## config.mk

```make
export PLATFORM = sky130hd
export DESIGN_NAME = bm25f_fifo
export DESIGN_NICKNAME = d
export VERILOG_FILES = /design/src/bm25f_pkg.sv /design/src/bm25f_fifo.sv
export SDC_FILE = /design/constraint.sdc
export NUM_CORES = 1
export LEC_CHECK = 0
export BUFFER_PORTS_ARGS = -buffer_cell sky130_fd_sc_hd__buf_4
export CAP_MARGIN = 20
export CORE_MARGIN = 2
export CORE_UTILIZATION = 28
export DETAILED_ROUTE_END_ITERATION = 10
export GPL_ROUTABILITY_DRIVEN = 0
export PLACE_DENSITY = 0.47
export SYNTH_ARGS = -nofsm -noshare
export SYNTH_HDL_FRONTEND = slang
export SYNTH_SLANG_ARGS = --single-unit
export TNS_END_PERCENT = 30
```

## constraint.sdc

```tcl
create_clock -name clk_i -period 12.7 [get_ports clk_i]
set_clock_uncertainty 0.1 [all_clocks]
set_input_delay 0.635 -clock clk_i [delete_from_list [all_inputs] [get_ports clk_i]]
set_output_delay 0.635 -clock clk_i [all_outputs]
set_load 0.05 [all_outputs]
```

## src/bm25f_pkg.sv

```systemverilog
// Package for the BM25F relevance scorer: widths, constants, item and request types.
// Used by every module of the block; depends on nothing.
package bm25f_pkg;

  localparam int unsigned FIELDS      = 5;
  localparam int unsigned DW          = 24;
  localparam int unsigned SLOT_W      = 3;
  localparam int unsigned SLOT_MAX    = 8;
  localparam int unsigned NUM_WEIGHTS = 5;
  localparam int unsigned CFG_IDX_W   = 3;
  localparam int unsigned QUEUE_DEPTH = 2;
  localparam int unsigned QPTR_W      = 1;
  localparam int unsigned DIV_W       = 42;
  localparam int unsigned DIV_CNT_W   = 6;
  localparam int unsigned LOG_IN_W    = 25;
  localparam int unsigned LOG_W       = 21;
  localparam int unsigned LOG_FRAC    = 16;

  localparam logic [CFG_IDX_W-1:0] CFG_WEIGHT_BASE = 3'd0;

  localparam logic [DW-1:0]      ONE_Q16       = 24'd65536;
  localparam logic [31:0]        LN2_Q32       = 32'd2977044472;
  localparam logic [DIV_W-1:0]   SAT_CONST_Q16 = 42'd111411;
  localparam logic [39:0]        MAX40         = '1;

  // Reciprocal of FIELDS for the IDF average: exact floor for any 32-bit magnitude
  localparam int unsigned  RECIP_SHIFT  = 35;
  localparam logic [35:0]  RECIP_FIELDS =
    36'(((64'd1 << RECIP_SHIFT) + 64'(FIELDS) - 64'd1) / 64'(FIELDS));

  // Divider step counts per operation (two quotient bits per cycle)
  localparam logic [DIV_CNT_W-1:0] STEPS_TF    = 6'd42;
  localparam logic [DIV_CNT_W-1:0] STEPS_RATIO = 6'd16;

  typedef logic [SLOT_MAX-1:0][DW-1:0] weights_t;

  typedef struct packed {
    logic [DW-1:0]     hits;
    logic [DW-1:0]     rows;   // already clamped to total
    logic [DW-1:0]     total;
    logic [DW-1:0]     words;
    logic [DW-1:0]     avg;
    logic [SLOT_W-1:0] slot;
    logic              close;
    logic              last;
  } item_t;

  typedef struct packed {
    logic                 start;
    logic [DIV_CNT_W-1:0] steps;
    logic [DIV_W-1:0]     rem_init;
    logic [DIV_W-1:0]     dividend;
    logic [DIV_W-1:0]     den;
  } div_req_t;

  typedef enum logic [3:0] {
    S_IDLE,
    S_PREP,
    S_TF,
    S_WAIT,
    S_MUL,
    S_ACC,
    S_AVG,
    S_RATIO,
    S_RATIO_WAIT,
    S_SCORE,
    S_EMIT
  } back_state_e;

endpackage

```

## src/bm25f_fifo.sv

```systemverilog
// Two-entry request queue between the front and back parts of the scorer.
// Depends on bm25f_pkg.
module bm25f_fifo (
  input  logic              clk_i,
  input  logic              rst_ni,
  input  logic              push_i,
  input  bm25f_pkg::item_t  item_i,
  output logic              full_o,
  input  logic              pop_i,
  output logic              empty_o,
  output bm25f_pkg::item_t  item_o
);
  import bm25f_pkg::*;

  item_t                      mem_q [QUEUE_DEPTH];
  logic [QPTR_W-1:0]          wr_ptr_q, rd_ptr_q;
  logic [QPTR_W:0]            count_q;

  assign full_o  = (count_q == (QPTR_W+1)'(QUEUE_DEPTH));
  assign empty_o = (count_q == '0);
  assign item_o  = mem_q[rd_ptr_q];

  always_ff @(posedge clk_i or negedge rst_ni) begin
    if (!rst_ni) begin
      wr_ptr_q <= '0;
      rd_ptr_q <= '0;
      count_q  <= '0;
    end else begin
      if (push_i) wr_ptr_q <= wr_ptr_q + 1'b1;
      if (pop_i)  rd_ptr_q <= rd_ptr_q + 1'b1;
      if (push_i && !pop_i)      count_q <= count_q + 1'b1;
      else if (!push_i && pop_i) count_q <= count_q - 1'b1;
    end
  end

  always_ff @(posedge clk_i) begin
    if (push_i) mem_q[wr_ptr_q] <= item_i;
  end

endmodule

```

-- Word level (Yosys, flattened, before mapping)
Memories as Yosys holds them, arrays and structs flattened.
Cells that the tools add are included.
- bits in registers: 4
- bits in writable memories: 250
- output and inout bits: 127
- memories kept: 1
- memories (memory ; depth ; width ; rd ports ; clocked after memory_dff ; write ports ; line ; RTL):
    mem_q ; 2 ; 125 ; 1 ; 0 ; 1 ; bm25f_fifo.sv:15 ; item_t mem_q [QUEUE_DEPTH];
- add/subtract/negate cells: 4
- eq/ne operators: 1
- muxes and demuxes: 4
- reduce and logical (&&, ||, !) cells: 6
- operators with widths (cell ; number):
    2-bit two-way mux ; 2
    1-bit adder, second input constant ; 2
    2-bit by 1-bit adder with 2-bit output, second input constant ; 1
    2-bit equality test, second input constant ; 1
    1-bit logical AND ; 2
    1-bit zero test ; 2
    2-bit zero test ; 1
    1-bit two-way mux ; 2
    2-bit nonzero test ; 1
    2-bit by 1-bit subtractor with 2-bit output, second input constant ; 1

-- Depth between registers and ports, before layout
- depth after elaboration: 4
- mapped depth: 5
- mapped depth without buffers: 5

-- Worst setup path before layout
No wires, ideal clock.
- kind: input-to-reg
- start: in push_i
- end: mem mem_q[0][0] in the netlist's numbering, enable pin
- setup time: 0.626 ns
- data arrival time: 6.055 ns
- slack: 5.919 ns
- stages: 1
- path buffers: 0
- path through: nor2b_1
- cells in the longest elaborated chain, start to end: 2
- ends and longest elaborated chain (what ; line ; RTL):
    start: declaration ; bm25f_fifo.sv:6 ; input logic push_i,
    1-bit two-way mux ; bm25f_fifo.sv:37 ; if (push_i) mem_q[wr_ptr_q] <= item_i;
    1-bit two-way mux (not written as such) ; bm25f_fifo.sv:37 ;
    end: declaration ; bm25f_fifo.sv:15 ;
Every way passes these cells.

==> results.md <==
- TritonCTS clock tree: done
- FFs w/ async S/R, synth: 0.01575
- Post-synthesis sequential area ratio: 0.8128
- Slew margin rel.: 0.3104
- Mapped Nets: 535
- Worst EP required: 11970 ps
- Largest net degree at the start of global routing: 69
- Synth warn: 0
- Mapped Area: 0.009359 mm^2
- Worst setup SP type: flip-flop
- Final setup violation count: 0
- Final nets: 812
- Filler cells: 3085
- First-pass GRT wire length: 29880 um
- Min-Delay Path Depth: 1
- Buf/Inv on CP: 2
- Final cell count without fillers: 1145
- CP most frequent cell: buf_4
- RSZ-0062 raised after global routing: false
- Clk sinks: 254
- Power per cell area: 262.0 mW/mm^2
- Commonest cells in the netlist: 250 x edfxtp_1, 85 x mux2_2, 40 x mux2_4, 8 x buf_2, 6 x buf_6
- Crit path max-delay family: buffers and inverters
- Area Overhead vs Synth: 34.93%
- Resize count post-CTS: 0
- Die area: 0.03490 mm^2
- Status: finished clean
- Fmax: 0.2518 GHz
- Top_reg_cell synth: edfxtp_1
- Vias per cell: 4.122
- Initial antenna violation count: 0
- Final Hold Viols: 0
- Clock transition at path regs: 60 ps
- VDD IR max: 0.1822 mV
- Crit-path slowest cell: dfrtp_4
- Cts bufs inserted: 29
- Final worst path period share: 0.3127
- Grt ovf: 0
- CP Max Fanout: 65
- Buffers added on ports: 255
- Crit Path Category: reg2out
- Core ar.: 0.03270 mm^2
- Setup TNS: 0 ps
- Worst R2R Path Depth: 2
- Final min period: 3971 ps
- Top post-synthesis cells by area: edfxtp_1 80%, mux2_2 10%, mux2_4 6.4%
- Avg WL per Cell: 17.24 um
- CP arrival: 3240 ps
- Cell row count: 66
- H-tree levels: 1
- Hold Path Class: in2reg
- Max-slew violations: 0
- Later-pin clock latency in the skew report: 520 ps
- IO Pins: 256
- Actual slew at the worst max-slew pin: 1034 ps
- Number of max-cap violations: 0
- Max stage delay on crit path: 1070 ps
- ANT cells: 0
- 1st-pass router iterations: 4
- Total vias in the final route: 4720
- Post-Synthesis Cells: 405
- Syn_area_per_cell: 23.11 um^2
- Initial core utilization: 0.2862
- Die Wd: 186.8 um
- Count leader, synth: edfxtp_1
- Post-synth EDFFs: 250
- Yosys cell types: 13
- Violation count after the first detailed-route iteration: 198
- CP Depth: 3
- Leading area contributor after synthesis: edfxtp_1
- Top cell type's share of synthesized area: 0.8021
- DP Cell Count: 1092
- CP Capture Type: output pin
- Post-route ant nets: 0
- DRC: 0
- Share of layout cells above drive strength 1: 0.6074
- CP Cell Sequence: buf_4, mux2_2, buf_4
- Die height: 186.8 um
- LEAKAGE: 4.776 nW
- Vias in the first global route: 5206
- Yosys reg bits: 254
- CTS root buffer: clkbuf_16
- Max Buffers Root-to-Sink: 3
- Hold WS: 187.9 ps
- DP HPWL: 12720 um
- Total GRT Usage: 0.1088
- Routed WL: 19740 um
[area by class of cell]
type,instances,area [um^2],share of cell area
Clock buffer,33,740.7,0.05865
Clock inverter,19,115.1,0.009115
Inverter,1,3.754,0.0002972
Multi-Input combinational cell,136,1650,0.1307
Sequential cell,254,7611,0.6027
Tap cell,442,553.0,0.04379
Timing Repair Buffer,260,1954,0.1548
[cells in the final DEF (no fill, tap or decap), types with 2 or more instances in the layout]
cell        synthesis  layout
clkbuf_16           0      29
clkinv_1            0       8
buf_4               0     259
edfxtp_1          250     250
clkbuf_1            0       4
mux2_2             85      85
xor2_1              4       4
clkinv_2            0       8
clkinvlp_4          0       2
nor2_1              2       2
mux2_4             40      40
dfrtp_1             4       3
[where the power goes]
part | internal [mW] | switching [mW] | total (mW) | leakage (nW)
clock | 0.434 | 0.313 | 0.747 | 0.420
combinational | 0.467 | 0.898 | 1.37 | 1.96
sequential | 1.12 | 0.0813 | 1.20 | 2.39
[cell families after synthesis]
logic type,Yosys count,share of synthesized area
xor+xnor,5,0.004679
fa+ha+maj,1,0.001337
buf+inv,15,0.01190
flops,254,0.8128
mux,125,0.1664
simple gates,5,0.002808
[stage by stage]
| stage | utilization | instance area, um^2 | setup WS (ps) | total power [mW] |
|---|---|---|---|---|
| 6_report | 0.3862 | 12630 | 8729 | 3.308 |
| 5_1_grt | 0.3862 | 12630 | 8518 | 3.449 |
| 2_1_floorplan | - | 9359 | 5919 | 2.229 |
| 4_1_cts | 0.3862 | 12630 | 8623 | 3.369 |
| 3_3_place_gp | 0.3597 | 11760 | 9257 | 2.589 |
| 3_5_place_dp | 0.3597 | 11760 | 9209 | 2.603 |
[what timing repair did]
item | 4_1_cts | 5_1_grt
buffers inserted | 0 | 0
hold endpoints to repair | 4 | 0
hold buffers | 1 | 0
[path summary, 6_finish.rpt]
check                      startpoint  slack [ps]           end
max reg2reg                  wr_ptr_q       10100  mem_q[1][48]
min in group asynchronous      rst_ni         360      rd_ptr_q
max                          rd_ptr_q        8730     item_o[8]
min                        item_i[76]         190  mem_q[1][76]
max in group asynchronous      rst_ni       12030      rd_ptr_q
min reg2reg                count_q[1]         400    count_q[1]
[state kept, by name, summed over array words and instances (netlist names)]
| register | count |
|---|---|
| count_q | 2 |
| mem_q | 250 |
| rd_ptr_q | 1 |
| wr_ptr_q | 1 |
[layer usage]
| layer | vias up | global-route usage | share of wire |
|---|---|---|---|
| met5 | - | 0 | 0 |
| met4 | 0 | 0.03053 | 0.026 |
| met3 | 32 | 0.04165 | 0.082 |
| met2 | 175 | 0.1806 | 0.48 |
| met1 | 2345 | 0.1321 | 0.41 |
| li1 | 2168 | - | - |
(Power assumes the default switching activity.)
