<file path="config.mk">
export PLATFORM = sky130hd
export DESIGN_NAME = bm25f_front
export DESIGN_NICKNAME = d
export VERILOG_FILES = /design/src/bm25f_pkg.sv /design/src/bm25f_front.sv
export SDC_FILE = /design/constraint.sdc
export NUM_CORES = 1
export LEC_CHECK = 0
export ABC_AREA = 1
export BUFFER_PORTS_ARGS = -buffer_cell sky130_fd_sc_hd__buf_4
export CORE_ASPECT_RATIO = 0.75
export CORE_MARGIN = 10
export CORE_UTILIZATION = 33
export DETAILED_ROUTE_END_ITERATION = 10
export PLACE_DENSITY = 0.88
export SLEW_MARGIN = 20
export SYNTH_ARGS = -nofsm -noshare
export SYNTH_HDL_FRONTEND = slang
export SYNTH_SLANG_ARGS = --single-unit
</file>
<file path="constraint.sdc">
create_clock -name clk_i -period 2.07 [get_ports clk_i]
set_input_delay 0.3105 -clock clk_i [delete_from_list [all_inputs] [get_ports clk_i]]
set_output_delay 0.3105 -clock clk_i [all_outputs]
set_load 0.02 [all_outputs]
</file>
<file path="src/bm25f_pkg.sv">
// Package for the BM25F relevance scorer: widths, constants, item and request types.
// Used by every module of the block; depends on nothing.
package bm25f_pkg;

  localparam int unsigned FIELDS      = 5;
  localparam int unsigned DW          = 24;
  localparam int unsigned SLOT_W      = 3;
  localparam int unsigned SLOT_MAX    = 8;
  localparam int unsigned NUM_WEIGHTS = 5;
  localparam int unsigned CFG_IDX_W   = 3;
  localparam int unsigned QUEUE_DEPTH = 2;
  localparam int unsigned QPTR_W      = 1;
  localparam int unsigned DIV_W       = 42;
  localparam int unsigned DIV_CNT_W   = 6;
  localparam int unsigned LOG_IN_W    = 25;
  localparam int unsigned LOG_W       = 21;
  localparam int unsigned LOG_FRAC    = 16;

  localparam logic [CFG_IDX_W-1:0] CFG_WEIGHT_BASE = 3'd0;

  localparam logic [DW-1:0]      ONE_Q16       = 24'd65536;
  localparam logic [31:0]        LN2_Q32       = 32'd2977044472;
  localparam logic [DIV_W-1:0]   SAT_CONST_Q16 = 42'd111411;
  localparam logic [39:0]        MAX40         = '1;

  // Reciprocal of FIELDS for the IDF average: exact floor for any 32-bit magnitude
  localparam int unsigned  RECIP_SHIFT  = 35;
  localparam logic [35:0]  RECIP_FIELDS =
    36'(((64'd1 << RECIP_SHIFT) + 64'(FIELDS) - 64'd1) / 64'(FIELDS));

  // Divider step counts per operation (two quotient bits per cycle)
  localparam logic [DIV_CNT_W-1:0] STEPS_TF    = 6'd42;
  localparam logic [DIV_CNT_W-1:0] STEPS_RATIO = 6'd16;

  typedef logic [SLOT_MAX-1:0][DW-1:0] weights_t;

  typedef struct packed {
    logic [DW-1:0]     hits;
    logic [DW-1:0]     rows;   // already clamped to total
    logic [DW-1:0]     total;
    logic [DW-1:0]     words;
    logic [DW-1:0]     avg;
    logic [SLOT_W-1:0] slot;
    logic              close;
    logic              last;
  } item_t;

  typedef struct packed {
    logic                 start;
    logic [DIV_CNT_W-1:0] steps;
    logic [DIV_W-1:0]     rem_init;
    logic [DIV_W-1:0]     dividend;
    logic [DIV_W-1:0]     den;
  } div_req_t;

  typedef enum logic [3:0] {
    S_IDLE,
    S_PREP,
    S_TF,
    S_WAIT,
    S_MUL,
    S_ACC,
    S_AVG,
    S_RATIO,
    S_RATIO_WAIT,
    S_SCORE,
    S_EMIT
  } back_state_e;

endpackage

</file>
<file path="src/bm25f_front.sv">
// Front part: accept field items, clamp the hit-row count, tag slot and phrase close.
// Depends on bm25f_pkg.
module bm25f_front (
  input  logic                clk_i,
  input  logic                rst_ni,
  input  logic                in_valid_i,
  output logic                in_ready_o,
  input  logic [5*bm25f_pkg::DW-1:0] in_data_i,
  input  logic                in_last_i,
  input  logic                full_i,
  output logic                push_o,
  output bm25f_pkg::item_t    item_o
);
  import bm25f_pkg::*;

  logic [SLOT_W-1:0] slot_q, slot_d;
  logic [DW-1:0]     rows, total;
  logic              close;

  assign in_ready_o = !full_i;
  assign push_o     = in_valid_i && !full_i;

  assign rows  = in_data_i[2*DW-1:DW];
  assign total = in_data_i[3*DW-1:2*DW];
  assign close = ({1'b0, slot_q} + (SLOT_W+1)'(1) >= (SLOT_W+1)'(FIELDS)) || in_last_i;

  always_comb begin
    item_o.hits  = in_data_i[DW-1:0];
    item_o.rows  = (rows > total) ? total : rows;
    item_o.total = total;
    item_o.words = in_data_i[4*DW-1:3*DW];
    item_o.avg   = in_data_i[5*DW-1:4*DW];
    item_o.slot  = slot_q;
    item_o.close = close;
    item_o.last  = in_last_i;
    slot_d       = close ? '0 : slot_q + 1'b1;
  end

  always_ff @(posedge clk_i or negedge rst_ni) begin
    if (!rst_ni) slot_q <= '0;
    else if (push_o) slot_q <= slot_d;
  end

endmodule

</file>
Word level (Yosys, flattened, before mapping):

Cells that the tools add are included.

* add/sub/neg operators: 2
* $mul: 0
* divide/modulo/power cells: 0
* order comparisons: 2
* equality and inequality tests: 0
* shifts and indexed selects: 0
* multiplexer cells: 2
* bitwise operators: 0
* reduce and logical (&&, ||, !) cells: 3

Operators with widths (count)
* 24-bit greater-than comparator: 1
* 24-bit 2-to-1 mux: 1
* 3-bit by 1-bit adder with 4-bit output (second input constant): 1
* 4-bit by 3-bit >= comparator with 1-bit output (second input constant): 1
* 3-bit by 1-bit adder with 3-bit output (second input constant): 1
* 3-bit 2-to-1 mux: 1
* 1-bit logical AND: 1
* 1-bit logical NOT: 1
* 1-bit logical OR: 1

* bits in registers: 3
* latch bits: 0
* memory bits (writable): 0
* bits in read-only memories: 0
* bits of input ports: 125
* logic and storage cells: 10
* memories: 0

Logic depth before layout (Yosys ltp):

* depth in word-level cells: 4
* gate-level depth with buffers: 15

Worst setup path after synthesis:

OpenSTA, ideal clock, no wires.

* kind: input-to-output
* start point: in in_data_i[71] (netlist name)
* end point: out item_o[90] (netlist name)
* arrival time: 1.600 ns
* path slack: 0.159 ns
* stages on the path: 11
* cells stage by stage: inv_1 -> ha_1 -> nand2_1 -> nor2_1 -> nand2_1 -> nor2_4 -> nand2_2 -> nand3_4 -> buf_4 -> nand3_1 -> nand2_1

RTL lines
* start, declared: RTL line bm25f_front.sv:8 `input logic [5*bm25f_pkg::DW-1:0] in_data_i,`
* end, declared: RTL line bm25f_front.sv:12 `output bm25f_pkg::item_t item_o`

==> summary.txt <==
Clock network
  • Clock latency at the later pin of the worst-skew pair: 210 ps
  • Total number of H-tree levels: 1
  • Maximum clock path buffer count: 2
  • Number of clock sinks: 3
  • CTS tree: yes
  • Clock-pin slew on the worst setup and hold paths: 30 ps
  • Cts bufs inserted: 3
  • Clk Tree Root Cell: clkbuf_8

Pwr
  • Share of power burned in combinational logic: 0.806
  • Power per unit of standard cell area: 401.8 nW/um^2
  • Switching power summed over all nets: 0.0006018 W
  • Clock share of power: 0.130
  • Part of the total power dissipated in sequential elements: 0.063
  • Internal Pwr Total: 0.0007057 W
  • Share of total power consumed by net switching: 0.4602
  • Maximum VDD drop: 0.1803 mV
  • Leakage power summed over all cells: 1.676 nW

Timing
  • RSZ-0062 raised after global routing: true
  • Setup Viol. Count Final: 24
  • Post-layout minimum cycle time: 2174 ps
  • Total negative setup slack: -1743 ps
  • Slew Limit Headroom: 0.8135
  • Worst hold margin: 425.3 ps
  • Measured slew at the worst slew-check pin: 278.7 ps
  • Setup ws final: -103.8 ps
  • Tcrit/Tclk final: 1.050
  • Final hold violation count: 0
  • Max-slew violation count: 0
  • Final worst clock skew: 4.557 ps
  • Fmax: 0.4600 GHz

Detailed routing
  • Drt first pass iters: 7
  • Per-cell routed wire length: 18.08 um
  • First DRT Iteration DRCs: 78
  • Sum of routed wire length over all layers: 7903 um
  • DRC violations left: 0
  • Count of antenna-violating nets left after detailed routing: 0
  • Total number of vias: 2128
  • Via/cell ratio: 4.870

Finish
  • Commonest non-fill, non-tap cell in the layout: buf_4
  • Max reg flops: 3
  • FILL cells: 523
  • Layout overhead on the synthesized area: 64.31%
  • Final std cell area, no fill: 3254 um^2
  • Util after Layout: 0.5586
  • Register with the most flip-flops: slot_q
  • Total area of multi-input combinational cells: 1568 um^2
  • Fraction of final layout cells with drive strength greater than 1: 0.6880
  • Final Net Count: 511
  • Antenna cells: 0
  • Leading registers by flop count: slot_q (3)
  • FF/Latch Area: 75.07 um^2
  • Top library cells by usage in the layout, fill and taps aside: 96 x buf_4, 46 x nand2_1, 36 x buf_6

Placed design
  • Post-detail-place hpwl: 5385 um
  • Total placed instance area: 2320 um^2
  • Port-buffer cells: 107
  • Routability-driven placement congestion ratio: 0.8453

Run status
  • Run status: finished, violations left
  • Failing checks: negative setup slack

Floorplanning
  • Overall die height: 87.10 um
  • Effective utilization at floorplan: 0.3400
  • Total I/O pin count: 252
  • Standard-cell rows: 24
  • Die Span X: 109.5 um
  • Die Outline Area: 9533 um^2
  • Placeable core area: 5826 um^2

Setup path
  • Capture point of the worst path: item_o[98]
  • Reg-to-Reg Start: slot_q[0]
  • Worst setup slack for register-to-register paths: 490 ps
  • Timing startpoint of the critical path: in_data_i[59]
  • CP Class: input pin to output port
  • Startpoint class of the critical path: input pin
  • Critical path, cell by cell: buf_4 > inv_1 > ha_4 > nand2_1 > inv_2 > nand4_4 > nor2_4 > nand2_2 > nand3_4 > buf_12 > buf_12 > nand3_4 > nand2_2 > buf_6
  • Logic depth of the worst register-to-register path: 9
  • Largest fanout on the critical path: 6
  • Dominant delay contributor by cell family on the critical path: buffers and inverters
  • Critical path's largest stage delay: 260 ps
  • Worst-path cell with the longest stage delay: ha_4
  • Bufs and invs on worst path: 6
  • Crit path depth: 14
  • Endpoint class of the critical path: output port
  • Reg2Reg Capture Point: slot_q[2]
  • Critical path required time: 1760 ps
  • Crit path arrival time: 1860 ps

Logic synthesis
  • Syn Nets: 465
  • Share of synthesized area occupied by flip-flops and latches: 0.03790
  • Share of synthesized flip-flops with an asynchronous set or reset: 1.000
  • Post-Syn Instances: 314
  • Synth Cell Area: 1981 um^2
  • Count of yosys warnings during synthesis: 0
  • Most common flop cell mapped by yosys: dfrtp_1
  • Synthesized area divided by synthesized cell count: 6.308 um^2
  • Count of state elements after synthesis: 3
  • Count of flip-flops with a built-in enable after synthesis: 0
  • Post-synthesis cell type count: 21

Global routing
  • Global routing met1 resource utilization: 0.1418
  • Maximum number of pins on one net before global-route repair: 13
  • Global routing met3 resource utilization: 0.06139
  • Total routing usage reported by global routing: 0.1403
  • Number of antenna violations at the first check in global routing: 0
  • Overflow left after global routing: 0
  • Met2 Track Usage GR: 0.2541
  • Vias in the first global route: 2190
  • Busiest layer in global routing: met2
  • Global-route wire length before repair: 10830 um

Min path
  • Class of the most critical hold timing path: input pin to asynchronous set/reset pin

Run
  • MaxCap Viol Count: 0
-- power by group through the flow --
| stage | clock (W) | combinational, W | sequential (W) |
|---|---|---|---|
| 4_1_cts | 0.000174 | 0.000929 | 0.0000810 |
| 3_3_place_gp | 0 | 0.000730 | 0.0000806 |
| 6_report | 0.000170 | 0.00105 | 0.0000830 |
| 3_5_place_dp | 0 | 0.000748 | 0.0000816 |
| 5_1_grt | 0.000182 | 0.00113 | 0.0000819 |
| 2_1_floorplan | 0 | 0.000609 | 0.0000943 |
-- worst min path at each step --
stage,from,endpoint,slack (ps),cells after the start
final,rst_ni,slot_q[2],430,2
after global routing,rst_ni,slot_q[2],430,2
after CTS,rst_ni,slot_q[2],430,2
after detailed placement,rst_ni,slot_q[2],100,1
after global placement,rst_ni,slot_q[2],100,1
after floorplan,rst_ni,slot_q[0],10,0
-- cell usage after synthesis (2+ instances only) --
master,instances,area [um^2]
buf_4,100,750.7
nand2_1,82,307.8
inv_1,40,150.1
nand3_1,27,135.1
ha_1,26,325.3
a21oi_1,8,40.04
nor2_1,8,30.03
o21ai_0,5,25.02
dfrtp_1,3,75.07
a21o_1,2,15.01
buf_6,2,22.52
nand3_4,2,35.03
-- per-layer routing --
metal | wire length, um | vias up | part of all wire
li1 | - | 976 | -
met1 | 2725 | 998 | 0.34
met2 | 4100 | 132 | 0.52
met3 | 916 | 22 | 0.12
met4 | 160 | 0 | 0.020
met5 | 0 | - | 0
-- final cells by class --
| cell class | count | share of cell area |
|---|---|---|
| clock buffer | 4 | 0.01384 |
| multi-input combinational | 170 | 0.4817 |
| sequential | 3 | 0.02307 |
| tap | 78 | 0.02999 |
| inverter | 40 | 0.04998 |
| timing repair buffer | 142 | 0.4014 |
-- cell families after synthesis --
logic type,after synthesis,synth area share
AOI/OAI and AO/OA,16,0.04422
buffers and inverters,144,0.4706
DFF,3,0.03790
adders and majority gates,26,0.1642
and+or+nand+nor,125,0.2830
-- what timing repair did --
item / 4_1_cts / 5_1_grt
setup endpoints to repair: 24 / 24
hold buffers: 1 / 0
pin swaps: 13 / 31
endpoints found under the hold margin: 3 / 0
buffers inserted: 7 / 0
resized for setup: 81 / 82
cloned: 4 / 2
-- per-stage QoR --
stage               worst slack (ps)  cells  power [W]
finish                        -103.8    437   0.001307
global route                  -194.0    437   0.001393
CTS                           -89.01    437   0.001184
detailed placement            -294.0    421  0.0008298
global placement              -291.4    421  0.0008106
floorplan                      159.4    314  0.0007029
Note: power is estimated with default switching activity, not from simulation.
